==> config.mk <==
export PLATFORM = sky130hd
export DESIGN_NAME = pgma_queue
export DESIGN_NICKNAME = d
export VERILOG_FILES = /design/src/design/pgma_queue.sv
export SDC_FILE = /design/constraint.sdc
export NUM_CORES = 1
export LEC_CHECK = 0
export ABC_AREA = 1
export BUFFER_PORTS_ARGS = -buffer_cell sky130_fd_sc_hd__clkbuf_2
export CAP_MARGIN = 40
export CORE_MARGIN = 5
export CORE_UTILIZATION = 50
export CTS_CLUSTER_SIZE = 12
export DETAILED_ROUTE_END_ITERATION = 7
export PLACE_DENSITY = 0.74
export SLEW_MARGIN = 20
export SYNTH_ARGS = -nofsm -noshare
export SYNTH_HDL_FRONTEND = slang
export SYNTH_SLANG_ARGS = --single-unit
==> constraint.sdc <==
create_clock -name clk_i -period 5.7 [get_ports clk_i]
set_input_delay 0.855 -clock clk_i [delete_from_list [all_inputs] [get_ports clk_i]]
set_output_delay 0.855 -clock clk_i [all_outputs]
set_load 0.02 [all_outputs]
==> src/design/pgma_queue.sv <==
// Two-entry request queue between front and back end.
`timescale 1ns / 1ps
module pgma_queue #(
  parameter int DW = 30
) (
  input  logic          clk_i,
  input  logic          rst_ni,
  input  logic          push_i,
  input  logic [DW-1:0] push_data_i,
  input  logic          pop_i,
  output logic [DW-1:0] pop_data_o,
  output logic          empty_o,
  output logic          full_o
);

  logic [DW-1:0] mem_q [2];
  logic          wr_q, rd_q;
  logic [1:0]    cnt_q;

  assign empty_o    = (cnt_q == 2'd0);
  assign full_o     = (cnt_q == 2'd2);
  assign pop_data_o = mem_q[rd_q];

  always_ff @(posedge clk_i or negedge rst_ni) begin
    if (!rst_ni) begin
      wr_q  <= 1'b0;
      rd_q  <= 1'b0;
      cnt_q <= '0;
    end else begin
      if (push_i) wr_q <= ~wr_q;
      if (pop_i)  rd_q <= ~rd_q;
      if (push_i && !pop_i) cnt_q <= cnt_q + 2'd1;
      else if (pop_i && !push_i) cnt_q <= cnt_q - 2'd1;
    end
  end

  always_ff @(posedge clk_i) begin
    if (push_i) mem_q[wr_q] <= push_data_i;
  end

endmodule

==> metrics.yaml <==
setup_path:
  worstRegToRegCells: 3
  crit_cells: 2
  critPathKind: "register to output port"
  r2r_end: "mem_q[1][21]"
  critPathMaxStageDelay_ns: 0.82
  path_cells: "mux2_2 -> clkbuf_2"
  crit_start: "rd_q"
  slowest_stage: "dfrtp_2"
  r2r_setup_slack_ns: 4.27
  cp_data_required_time_ns: 4.85
  endpoint: "pop_data_o[7]"
  cp.arrival_ns: 1.73
  path_buf_inv: 1
  cpLargestDelayFamily: "flip-flops"
  end_kind: "output port"
  r2r-start: "wr_q"
  cp-start-kind: "register"
  critPathMaxFanout: 31
status:
  status: "finished clean"
logic_synthesis:
  synth_most_common_cell: "edfxtp_1"
  synth.avg_cell_area_um2: 20.2
  synth_seq_cells: 64
  synth-edff-count: 60
  syn_inst: 118
  synthFlopType: "edfxtp_1"
  async_flop_share: 0.0625
  yosys-top-cells-area: "edfxtp_1, mux2_2, dfrtp_1"
  synthesis.area_um2: 2380
  synth.largest_area_cell: "edfxtp_1"
  yosysUniqueCellTypes: 12
  synth_seq_area_share: 0.799
  synth.top_cells.by_count: "edfxtp_1, mux2_2, inv_1, nand2_1, dfrtp_1"
  syn-num-nets: 153
  yosysTopAreaCellShare: 0.757
  ys_warn_count: 0
routing:
  num_vias: 1258
  drt_wl_total_mm: 4.26
  drtIter0Drc: 72
  dr.pass1.iters: 4
  wl_per_cell_um: 16.9
  viasPerCell: 4.99
  detail-route-antenna-nets: 0
  post-route-drc-count: 0
global_route:
  grt_pass1_vias: 1412
  grt_max_degree: 32
  grt.total_usage: 0.151
  grt_first_pass_wirelength_mm: 6.85
  antenna_found_initial: 0
  grt_overflow: 0
cts:
  cts-resized-gates: 0
  hold_buffers: 0
  clk-insertion-delay-late_ns: 0.33
  cts_tree: "built"
  cts_setup_buffers: 0
  cts.sinks: 64
  clockRootBuffer: "clkbuf_8"
  path_clk_slew_ns: 0.06
  htreeDepth: 3
  clockBufferDepth: 2
  cts-buffers-inserted: 9
finish:
  n_antenna_cell: 0
  final_layout_size_suffix_gt1_frac: 0.571
  area_delta_synth_final_pct: 27.3
  fin_util: 0.650
  nNetsFinal: 228
sta:
  setup_violations: 0
  tightest_slew_ns: 0.696
  finalSetupTns_ns: 0
  fmax_ghz: 0.387
  hold_viol: 0
  drv_slew: 0
  finalCriticalPeriod_ns: 2.58
  rsz0062_at_grt: "false"
  fin_crit_sh: 0.453
  relSlewSlack: 0.536
  skew_ns: 0.00630
pwr:
  peakVddDrop_uv: 374
  leakagePower_nw: 1.21
  power_density_nw_per_um2: 529
die:
  ios: 66
  start_util: 0.511
  die_area_um2: 6240
  fp.dieH_um: 79.0
  dieWidth_um: 79.0
  row_count: 25
  core_area_um2: 4660
flow_run:
  cap_violations: 0
worst_hold_path:
  hold_path_class: "input pin to async pin"
place:
  io_buffers: 65
  globalplace.congestion: 0.683
  hpwl_mm: 2.89
-- where the power goes --
part | internal [mW] | switching [mW]
Sequential | 0.626 | 0.0739
Combinational | 0.198 | 0.257
Clock | 0.287 | 0.161
Total | 1.11 | 0.493
-- registers in the layout, indices dropped and copies added, names as in the netlist --
| register | cells |
|---|---|
| wr_q | 1 |
| cnt_q | 2 |
| rd_q | 1 |
| mem_q | 60 |
-- worst min path at each step --
| stage | from | to | slack [ns] |
|---|---|---|---|
| 3_5_place_dp | cnt_q[1] | cnt_q[1] | 0.52 |
| 3_3_place_gp | cnt_q[1] | cnt_q[1] | 0.48 |
| 2_1_floorplan | cnt_q[1] | cnt_q[1] | 0.46 |
| 4_1_cts | rst_ni | wr_q | 0.32 |
| 5_1_grt | rst_ni | cnt_q[1] | 0.32 |
| 6_report | rst_ni | wr_q | 0.33 |
-- cell type report --
class | instances | area [um2]
Clock buffer | 9 | 124
Clock inverter | 7 | 110
Fill cell | 348 | 1630
Inverter | 7 | 26.3
Multi-Input combinational cell | 44 | 425
Sequential cell | 64 | 1900
Tap cell | 54 | 67.6
Timing Repair Buffer | 67 | 373
-- logic make-up (layout without fill, tap and decap cells) --
kind of cell | count (synthesis) | in the layout | share of synthesized area
adders and majority gates | 1 | 1 | 0.00526
and+or+nand+nor | 10 | 10 | 0.0174
DFF | 64 | 64 | 0.799
buffers and inverters | 10 | 90 | 0.0252
xor gates and xnor gates | 3 | 3 | 0.0110
muxes | 30 | 30 | 0.142
-- placed cells by master, fill, tap and decap left out --
cell,n
buf_12,1
buf_16,1
bufinv_16,3
clkbuf_2,65
clkbuf_8,9
clkinv_1,2
clkinv_2,1
clkinvlp_4,1
dfrtp_1,3
dfrtp_2,1
edfxtp_1,60
ha_1,1
inv_1,7
mux2_2,30
nand2_1,5
nand3_1,1
nand4_1,1
nor2_1,2
nor2_4,1
xnor2_1,1
xor2_1,2
-- layer usage --
metal | track usage | part of all wire | vias to the layer above
met5 | 0 | 0 | -
met4 | 0.0876 | 0.019 | 0
li1 | - | - | 600
met3 | 0.0465 | 0.058 | 8
met1 | 0.163 | 0.39 | 610
met2 | 0.259 | 0.54 | 40
-- metrics by stage --
step	total power, mW	area, um2	instances	hold WS [ns]	setup WS [ns]
CTS	1.62	3010	251	0.318	3.06
finish	1.60	3030	252	0.331	3.12
global route	1.68	3030	252	0.320	3.01
global placement	1.14	2750	234	0.477	3.08
detailed placement	1.17	2780	235	0.525	3.43
floorplan	1.01	2380	118	0.463	3.12
Note: power is estimated with default switching activity, not from simulation.
