## config.mk

```make
export PLATFORM = sky130hd
export DESIGN_NAME = pgma_back_flat
export DESIGN_NICKNAME = d
export VERILOG_FILES = /design/src/design/pgma_pkg.sv /design/src/design/pgma_out_if.sv /design/src/design/pgma_back.sv /design/src/flat_wrapper.sv
export SDC_FILE = /design/constraint.sdc
export NUM_CORES = 2
export LEC_CHECK = 0
export BUFFER_PORTS_ARGS = -buffer_cell sky130_fd_sc_hd__buf_2
export CORE_UTILIZATION = 45
export CTS_CLUSTER_DIAMETER = 60
export DETAILED_ROUTE_END_ITERATION = 7
export HOLD_SLACK_MARGIN = 0.12
export SLEW_MARGIN = 20
export SYNTH_ARGS = -nofsm -noshare
export SYNTH_HDL_FRONTEND = slang
export SYNTH_SLANG_ARGS = --single-unit
```

## constraint.sdc

```tcl
create_clock -name clk_i -period 8.1 [get_ports clk_i]
set_input_delay 1.215 -clock clk_i [delete_from_list [all_inputs] [get_ports clk_i]]
set_output_delay 1.215 -clock clk_i [all_outputs]
set_load 0.05 [all_outputs]
```

## src/design/pgma_pkg.sv

```systemverilog
// Shared types, constants and the CORDIC arctangent table for the gradient core.
`timescale 1ns / 1ps
package pgma_pkg;

  localparam int CORDIC_STEPS = 21;
  localparam int STEP_W       = 5;
  localparam int ATAN_W       = 22;
  localparam int Z_W          = 26;
  localparam int MAG_W        = 13;
  localparam int ANG_W        = 13;
  localparam int ANGLE_MAX    = 2880;
  localparam int MAG_MAX      = 8191;
  localparam int DEG_180_Z    = 180 * 65536;
  localparam int CFG_IDX_W    = 1;
  localparam int CFG_DATA_W   = 12;
  localparam int WIDTH_W      = 11;
  localparam int HEIGHT_W     = 12;

  localparam logic [CFG_IDX_W-1:0] CFG_IMAGE_WIDTH  = 1'b0;
  localparam logic [CFG_IDX_W-1:0] CFG_IMAGE_HEIGHT = 1'b1;

  localparam logic [WIDTH_W-1:0]  WIDTH_RESET  = 11'd640;
  localparam logic [HEIGHT_W-1:0] HEIGHT_RESET = 12'd480;

  // What a queued request asks of the back end
  typedef struct packed {
    logic first;   // result for the row above
    logic calc;    // interior pixel, run the gradient math
    logic second;  // extra zero result on the last row
    logic fend;    // second result is the frame's last pixel
  } pgma_kind_t;

  typedef enum logic [0:0] {F_IDLE, F_READ} front_state_e;
  typedef enum logic [1:0] {B_IDLE, B_CALC, B_OUT1, B_OUT2} back_state_e;

  // atan(2^-i) in 1/65536 degree, rounded
  function automatic logic [ATAN_W-1:0] atan_lut(input logic [STEP_W-1:0] i);
    logic [ATAN_W-1:0] v;
    case (i)
      5'd0:    v = 22'd2949120;
      5'd1:    v = 22'd1740967;
      5'd2:    v = 22'd919879;
      5'd3:    v = 22'd466945;
      5'd4:    v = 22'd234379;
      5'd5:    v = 22'd117304;
      5'd6:    v = 22'd58666;
      5'd7:    v = 22'd29335;
      5'd8:    v = 22'd14668;
      5'd9:    v = 22'd7334;
      5'd10:   v = 22'd3667;
      5'd11:   v = 22'd1833;
      5'd12:   v = 22'd917;
      5'd13:   v = 22'd458;
      5'd14:   v = 22'd229;
      5'd15:   v = 22'd115;
      5'd16:   v = 22'd57;
      5'd17:   v = 22'd29;
      5'd18:   v = 22'd14;
      5'd19:   v = 22'd7;
      5'd20:   v = 22'd4;
      default: v = '0;
    endcase
    return v;
  endfunction

endpackage

```

## src/design/pgma_out_if.sv

```systemverilog
// Result output channel.
`timescale 1ns / 1ps
interface pgma_out_if ();
  logic               valid;
  logic               ready;
  logic [12:0]        magnitude;
  logic signed [12:0] angle;
  logic               last_of_run;
  logic               frame_end;
  modport source(output valid, magnitude, angle, last_of_run, frame_end, input ready);
  modport sink(input valid, magnitude, angle, last_of_run, frame_end, output ready);
endinterface

```

## src/design/pgma_back.sv

```systemverilog
// Back end: iterative square root and CORDIC vectoring, result sequencing.
`timescale 1ns / 1ps
module pgma_back #(
  parameter int SAMPLE_BITS = 12
) (
  input  logic                        clk_i,
  input  logic                        rst_ni,
  input  logic                        empty_i,
  input  logic signed [SAMPLE_BITS:0] gx_i,
  input  logic signed [SAMPLE_BITS:0] gy_i,
  input  pgma_pkg::pgma_kind_t        kind_i,
  output logic                        pop_o,
  pgma_out_if.source                  out_o
);

  localparam int CW  = SAMPLE_BITS + 19;
  localparam int SQW = 2 * SAMPLE_BITS + 2;
  localparam int ZW  = pgma_pkg::Z_W;

  pgma_pkg::back_state_e state_q, state_d;
  pgma_pkg::pgma_kind_t  kind_q;
  logic signed [CW-1:0]  x_q, y_q, xs, ys, gx_ext, gy_ext;
  logic signed [ZW-1:0]  z_q, z_abs, atan_ext;
  logic [SQW-1:0]        rem_q, root_q, bit_q, trial, sq;
  logic [pgma_pkg::STEP_W-1:0] step_q;
  logic                  zero_q, slot_free, load1, load2;
  logic [ZW-1:0]         q_abs;
  logic [12:0]           ang_mag, mag_val;
  logic signed [12:0]    ang_val;
  logic signed [2*SAMPLE_BITS+1:0] sq_s;

  assign slot_free = !out_o.valid || out_o.ready;
  assign pop_o     = (state_q == pgma_pkg::B_IDLE) && !empty_i;
  assign load1     = (state_q == pgma_pkg::B_OUT1) && slot_free;
  assign load2     = (state_q == pgma_pkg::B_OUT2) && slot_free;

  // Operand setup: widened components and squared length; the turn into the right half plane is at load
  always_comb begin
    gx_ext = CW'(gx_i);
    gy_ext = CW'(gy_i);
    sq_s   = (2*SAMPLE_BITS+2)'(gx_i * gx_i) + (2*SAMPLE_BITS+2)'(gy_i * gy_i);
    sq     = SQW'(sq_s);
  end

  // One CORDIC step, shifts truncating toward zero, and the square-root trial value
  always_comb begin
    xs = x_q[CW-1] ? -((-x_q) >>> step_q) : (x_q >>> step_q);
    ys = y_q[CW-1] ? -((-y_q) >>> step_q) : (y_q >>> step_q);
    atan_ext = ZW'($signed({1'b0, pgma_pkg::atan_lut(step_q)}));
    trial = root_q + bit_q;
  end

  // Angle rounding to 1/16 degree, halves away from zero, and clamp of angle and magnitude
  always_comb begin
    z_abs = z_q[ZW-1] ? -z_q : z_q;
    q_abs = ZW'((z_abs + ZW'(2048)) >>> 12);
    ang_mag = (q_abs > ZW'(pgma_pkg::ANGLE_MAX)) ? 13'(pgma_pkg::ANGLE_MAX) : q_abs[12:0];
    if (zero_q) ang_val = '0;
    else ang_val = z_q[ZW-1] ? -$signed(ang_mag) : $signed(ang_mag);
    mag_val = (root_q > SQW'(pgma_pkg::MAG_MAX)) ? 13'(pgma_pkg::MAG_MAX) : root_q[12:0];
  end

  always_comb begin
    state_d = state_q;
    unique case (state_q)
      pgma_pkg::B_IDLE: begin
        if (!empty_i) begin
          if (kind_i.calc) state_d = pgma_pkg::B_CALC;
          else if (kind_i.first) state_d = pgma_pkg::B_OUT1;
          else state_d = pgma_pkg::B_OUT2;
        end
      end
      pgma_pkg::B_CALC: begin
        if (step_q == pgma_pkg::STEP_W'(pgma_pkg::CORDIC_STEPS - 1)) state_d = pgma_pkg::B_OUT1;
      end
      pgma_pkg::B_OUT1: begin
        if (slot_free) state_d = kind_q.second ? pgma_pkg::B_OUT2 : pgma_pkg::B_IDLE;
      end
      pgma_pkg::B_OUT2: if (slot_free) state_d = pgma_pkg::B_IDLE;
      default: state_d = pgma_pkg::B_IDLE;
    endcase
  end

  // Control and output valid
  always_ff @(posedge clk_i or negedge rst_ni) begin
    if (!rst_ni) begin
      state_q     <= pgma_pkg::B_IDLE;
      out_o.valid <= 1'b0;
    end else begin
      state_q <= state_d;
      if (load1 || load2) out_o.valid <= 1'b1;
      else if (out_o.ready) out_o.valid <= 1'b0;
    end
  end

  // Datapath
  always_ff @(posedge clk_i) begin
    if (pop_o) begin
      kind_q <= kind_i;
      step_q <= '0;
      rem_q  <= sq;
      root_q <= '0;
      bit_q  <= SQW'(1) << (SQW - 2);
      zero_q <= (gx_i == '0) && (gy_i == '0);
      z_q    <= '0;
      if (gx_i[SAMPLE_BITS]) begin
        x_q <= -(gx_ext <<< 16);
        y_q <= -(gy_ext <<< 16);
        z_q <= gy_i[SAMPLE_BITS] ? -ZW'(pgma_pkg::DEG_180_Z) : ZW'(pgma_pkg::DEG_180_Z);
      end else begin
        x_q <= gx_ext <<< 16;
        y_q <= gy_ext <<< 16;
      end
    end else if (state_q == pgma_pkg::B_CALC) begin
      step_q <= step_q + pgma_pkg::STEP_W'(1);
      if (!y_q[CW-1]) begin
        x_q <= x_q + ys;
        y_q <= y_q - xs;
        z_q <= z_q + atan_ext;
      end else begin
        x_q <= x_q - ys;
        y_q <= y_q + xs;
        z_q <= z_q - atan_ext;
      end
      // square root, two bits of radicand per step
      if (bit_q != '0) begin
        if (rem_q >= trial) begin
          rem_q  <= rem_q - trial;
          root_q <= (root_q >> 1) + bit_q;
        end else begin
          root_q <= root_q >> 1;
        end
        bit_q <= bit_q >> 2;
      end
    end
    if (load1) begin
      out_o.magnitude   <= kind_q.calc ? mag_val : '0;
      out_o.angle       <= kind_q.calc ? ang_val : '0;
      out_o.last_of_run <= !kind_q.second;
      out_o.frame_end   <= 1'b0;
    end else if (load2) begin
      out_o.magnitude   <= '0;
      out_o.angle       <= '0;
      out_o.last_of_run <= 1'b1;
      out_o.frame_end   <= kind_q.fend;
    end
  end

endmodule

```

## src/flat_wrapper.sv

```systemverilog
// flat-port wrapper written by rule: the top's interface ports become plain ports
module pgma_back_flat 
#(
  parameter int SAMPLE_BITS = 12
)
  (clk_i, rst_ni, empty_i, gx_i, gy_i, kind_i, pop_o, out_o_valid, out_o_magnitude, out_o_angle, out_o_last_of_run, out_o_frame_end, out_o_ready);
  pgma_out_if out_o_i ();
  input  logic clk_i;
  input  logic rst_ni;
  input  logic empty_i;
  input  logic signed [SAMPLE_BITS:0] gx_i;
  input  logic signed [SAMPLE_BITS:0] gy_i;
  input  pgma_pkg::pgma_kind_t kind_i;
  output logic pop_o;
  output wire logic [$bits(out_o_i.valid)-1:0] out_o_valid;
  output wire logic [$bits(out_o_i.magnitude)-1:0] out_o_magnitude;
  output wire logic [$bits(out_o_i.angle)-1:0] out_o_angle;
  output wire logic [$bits(out_o_i.last_of_run)-1:0] out_o_last_of_run;
  output wire logic [$bits(out_o_i.frame_end)-1:0] out_o_frame_end;
  input wire logic [$bits(out_o_i.ready)-1:0] out_o_ready;
  assign out_o_valid = out_o_i.valid;
  assign out_o_magnitude = out_o_i.magnitude;
  assign out_o_angle = out_o_i.angle;
  assign out_o_last_of_run = out_o_i.last_of_run;
  assign out_o_frame_end = out_o_i.frame_end;
  assign out_o_i.ready = out_o_ready;
  pgma_back #(.SAMPLE_BITS(SAMPLE_BITS)) u_core (.clk_i(clk_i), .rst_ni(rst_ni), .empty_i(empty_i), .gx_i(gx_i), .gy_i(gy_i), .kind_i(kind_i), .pop_o(pop_o), .out_o(out_o_i));
endmodule
```

==> qor.csv <==
stage;metric;value;unit
floorplanning;Initial Utilization;0.456;
grt;first-pass GRT wire length;248000;um
logic_synthesis;Avg Synthesized Cell Area;7.88;um^2
final_layout;Register Area;5790;um^2
floorplanning;row cnt;111;
setup_path;RR Startpoint;u_core.x_q[0]$_SDFFCE_PP0P_;
worst_hold_path;worst hold path class;primary input to async pin;
setup_path;R2R Setup Slk;-90;ps
sta;final setup TNS;-91.2;ps
detailed_routing;DRT antenna net count;0;
clock_tree;clk sinks;215;
setup_path;Setup crit end kind;flop;
logic_synthesis;Warnings, synthesis;0;
setup_path;CP arrival;8530;ps
logic_synthesis;synth unique cells;102;
placed_design;RePlAce Congestion;1.10;
logic_synthesis;Synth top area share;0.164;
final_layout;FILL cells;8842;
final_layout;nets@finish;6602;
sta;worst-margin pin slew;1060;ps
logic_synthesis;Seq cells post-synth;215;
setup_path;CP peak stage delay;540;ps
placed_design;post-DP HPWL;130000;um
clock_tree;TritonCTS clock tree;done;
final_layout;final core area utilization;0.554;
sta;Relative slew margins;0.287;
sta;final hold vios;0;
floorplanning;Core ar.;91900;um^2
grt;number of global-route vias before repair;41900;
grt;largest net degree at the start of global routing;88;
floorplanning;Die W;307;um
setup_path;CP Depth;34;
sta;final worst-path cycle share;1.01;
sta;post-layout minimum cycle time;8190;ps
logic_synthesis;synth top area cells;fa_1 16%, edfxtp_1 10%, ha_1 8.1%, nor2_1 4.8%, nand2_1 4.6%;
clock_tree;CTS hold repair buffers;0;
detailed_routing;initial drt markers;4272;
logic_synthesis;number of synthesized flops with an enable pin;145;
floorplanning;DIE HEIGHT;307;um
detailed_routing;DRC errors left;0;
grt;initial antenna violation count;6;
placed_design;IO Port Bufs;63;
clock_tree;Num CTS Buffers;29;
setup_path;Worst Setup EP;u_core.y_q[30]$_DFFE_PP_;
sta;fmax;122;MHz
flow_run;maxcap violations;0;
final_layout;commonest cells after routing, fill and taps aside;844 x buf_4, 527 x nor2_1, 517 x nand2_1, 488 x inv_1, 342 x fa_1;
setup_path;CP dominant cell by count;buf_4;
grt;gr ovfl total;0;
detailed_routing;drt pass-1 iters;8;
setup_path;CP startpoint kind;flop;
sta;Worst Slack Setup Final;-91.2;ps
floorplanning;Die Footprint;94400;um^2
setup_path;reg2reg path depth;34;
setup_path;critical path's top delay family;simple AND/OR/NAND/NOR gates;
detailed_routing;post-DR wirelength/cell;22.3;um
setup_path;Req. time, crit path;8430;ps
logic_synthesis;ys async rst share;0.0140;
logic_synthesis;Primary FF master, synth;edfxtp_1;
final_layout;Area Overhead vs Synth;21.5;%
sta;Final Skew;26.3;ps
setup_path;CP max stage cell;or4b_4;
detailed_routing;DR vias;43200;
final_layout;share of post-route cells with drive strength above 1;0.211;
detailed_routing;Via-to-Cell Ratio;5.99;
clock_tree;Clock Pin Slew Worst Setup and Hold Paths;60;ps
clock_tree;Skew-Pair Late Insertion Delay;600;ps
final_layout;most common cell after layout, fill and taps aside;buf_4;
logic_synthesis;area leader, netlist;fa_1;
setup_path;Worst setup startpoint;u_core.x_q[0]$_SDFFCE_PP0P_;
logic_synthesis;Synth Instances;5320;
sta;Slew Viols, Final;0;
sta;# setup viols final;1;
final_layout;multi-input logic area;33800;um^2
clock_tree;Root Driver;clkbuf_16;
logic_synthesis;Mapped Area;41900;um^2
clock_tree;Max H-tree Level;1;
logic_synthesis;post-synthesis sequential area ratio;0.138;
outcome;failing checks;negative setup slack;
floorplanning;I/O Pins;64;
logic_synthesis;Net Count, Synth;5968;
detailed_routing;Post-Route WL;161000;um
setup_path;Crit Path Category;flop to flop;
setup_path;Buf/Inv on CP;6;
clock_tree;largest buffer count on any clock path;3;
setup_path;reg2reg end;u_core.y_q[30]$_DFFE_PP_;
sta;RSZ-0062 raised after global routing;true;
outcome;run status;finished, violations left;
setup_path;CP Max Fanout;5;
grt;gr usage total;0.337;
==> sequential cells by signal (all words and copies together), names as in the netlist <==
register,flops
u_core.kind_q,3
u_core.out_o.frame_end,1
u_core.y_q,31
u_core.out_o.angle,13
u_core.state_q,2
u_core.out_o.valid,1
u_core.atan_ext,22
u_core.out_o.magnitude,13
u_core.x_q,31
u_core.zero_q,1
u_core.bit_q,13
u_core.step_q,5
u_core.z_q,26
u_core.rem_q,26
u_core.out_o.last_of_run,1
u_core.root_q,26
==> Yosys cell counts (29+ instances only) <==
master / n
nor2_1: 533
nand2_1: 519
inv_1: 494
fa_1: 343
a21oi_1: 328
ha_1: 271
clkbuf_1: 240
o21ai_0: 232
xnor2_1: 219
nor3_1: 147
edfxtp_1: 145
xor2_1: 128
nand3_1: 123
and2_1: 107
a31oi_1: 78
mux2i_1: 77
dfxtp_1: 67
a211oi_1: 64
nor4_1: 62
buf_1: 55
and3_1: 52
or3_1: 52
a21o_1: 50
o211ai_1: 50
nand4_1: 46
o31ai_1: 45
nand2b_1: 43
nor2b_1: 42
o21a_1: 35
or2_2: 33
a31o_2: 31
buf_2: 29
==> repair_timing <==
item,CTS,global route
setup endpoints to repair,9,21
cloned,1,0
hold endpoints to repair,0,0
buffers inserted,22,15
pin swaps,50,53
resized for setup,54,109
==> cells by family after synthesis <==
group	after synthesis	synth area share
AO/OA/AOI/OAI	1291	0.207
XOR/XNOR	347	0.0725
adder cells (fa/ha/maj)	614	0.245
buffers and inverters	829	0.0755
flip-flops	215	0.138
multiplexers	131	0.0399
other	1	0.0000895
AND/OR/NAND/NOR	1892	0.222
==> worst min-delay path by stage <==
| stage | from | to |
|---|---|---|
| floorplan | u_core.kind_q[0]$_DFFE_PP_ | u_core.out_o.frame_end$_SDFFE_PP0P_ |
| global placement | u_core.kind_q[0]$_DFFE_PP_ | u_core.out_o.frame_end$_SDFFE_PP0P_ |
| detailed placement | u_core.kind_q[0]$_DFFE_PP_ | u_core.out_o.frame_end$_SDFFE_PP0P_ |
| CTS | rst_ni | u_core.out_o.valid$_DFFE_PN0P_ |
| global route | rst_ni | u_core.out_o.valid$_DFFE_PN0P_ |
| finish | rst_ni | u_core.out_o.valid$_DFFE_PN0P_ |
==> metrics by stage <==
| stage | std cells | worst slack [ps] | area (um^2) | hold WS (ps) |
|---|---|---|---|---|
| 2_1_floorplan | 5320 | -12.2 | 42000 | 437 |
| 3_3_place_gp | 7129 | -616 | 49000 | 447 |
| 3_5_place_dp | 7129 | -511 | 49000 | 450 |
| 4_1_cts | 7205 | -134 | 50300 | 395 |
| 5_1_grt | 7222 | -407 | 51000 | 407 |
| 6_report | 7223 | -91.2 | 51000 | 423 |
==> area by class of cell <==
class / instances / area share
well taps: 1243 / 0.0305
multi-input cells: 4276 / 0.663
repair buffers: 930 / 0.138
inverters: 502 / 0.0371
clock buffers: 39 / 0.0156
flip-flops and latches: 215 / 0.114
clock inverters: 15 / 0.00265
diodes: 3 / 0.000147
==> layer usage <==
metal	GRT usage	wire, um	vias up
met4	0.175	9670	4
met1	0.443	66300	20800
met2	0.540	73000	1883
met5	0	25	-
li1	-	-	20100
met3	0.0465	12200	445
Power is left out: the tool's default activity adds up to more than one toggle a clock period on the data nets, which glitch-free logic cannot reach.
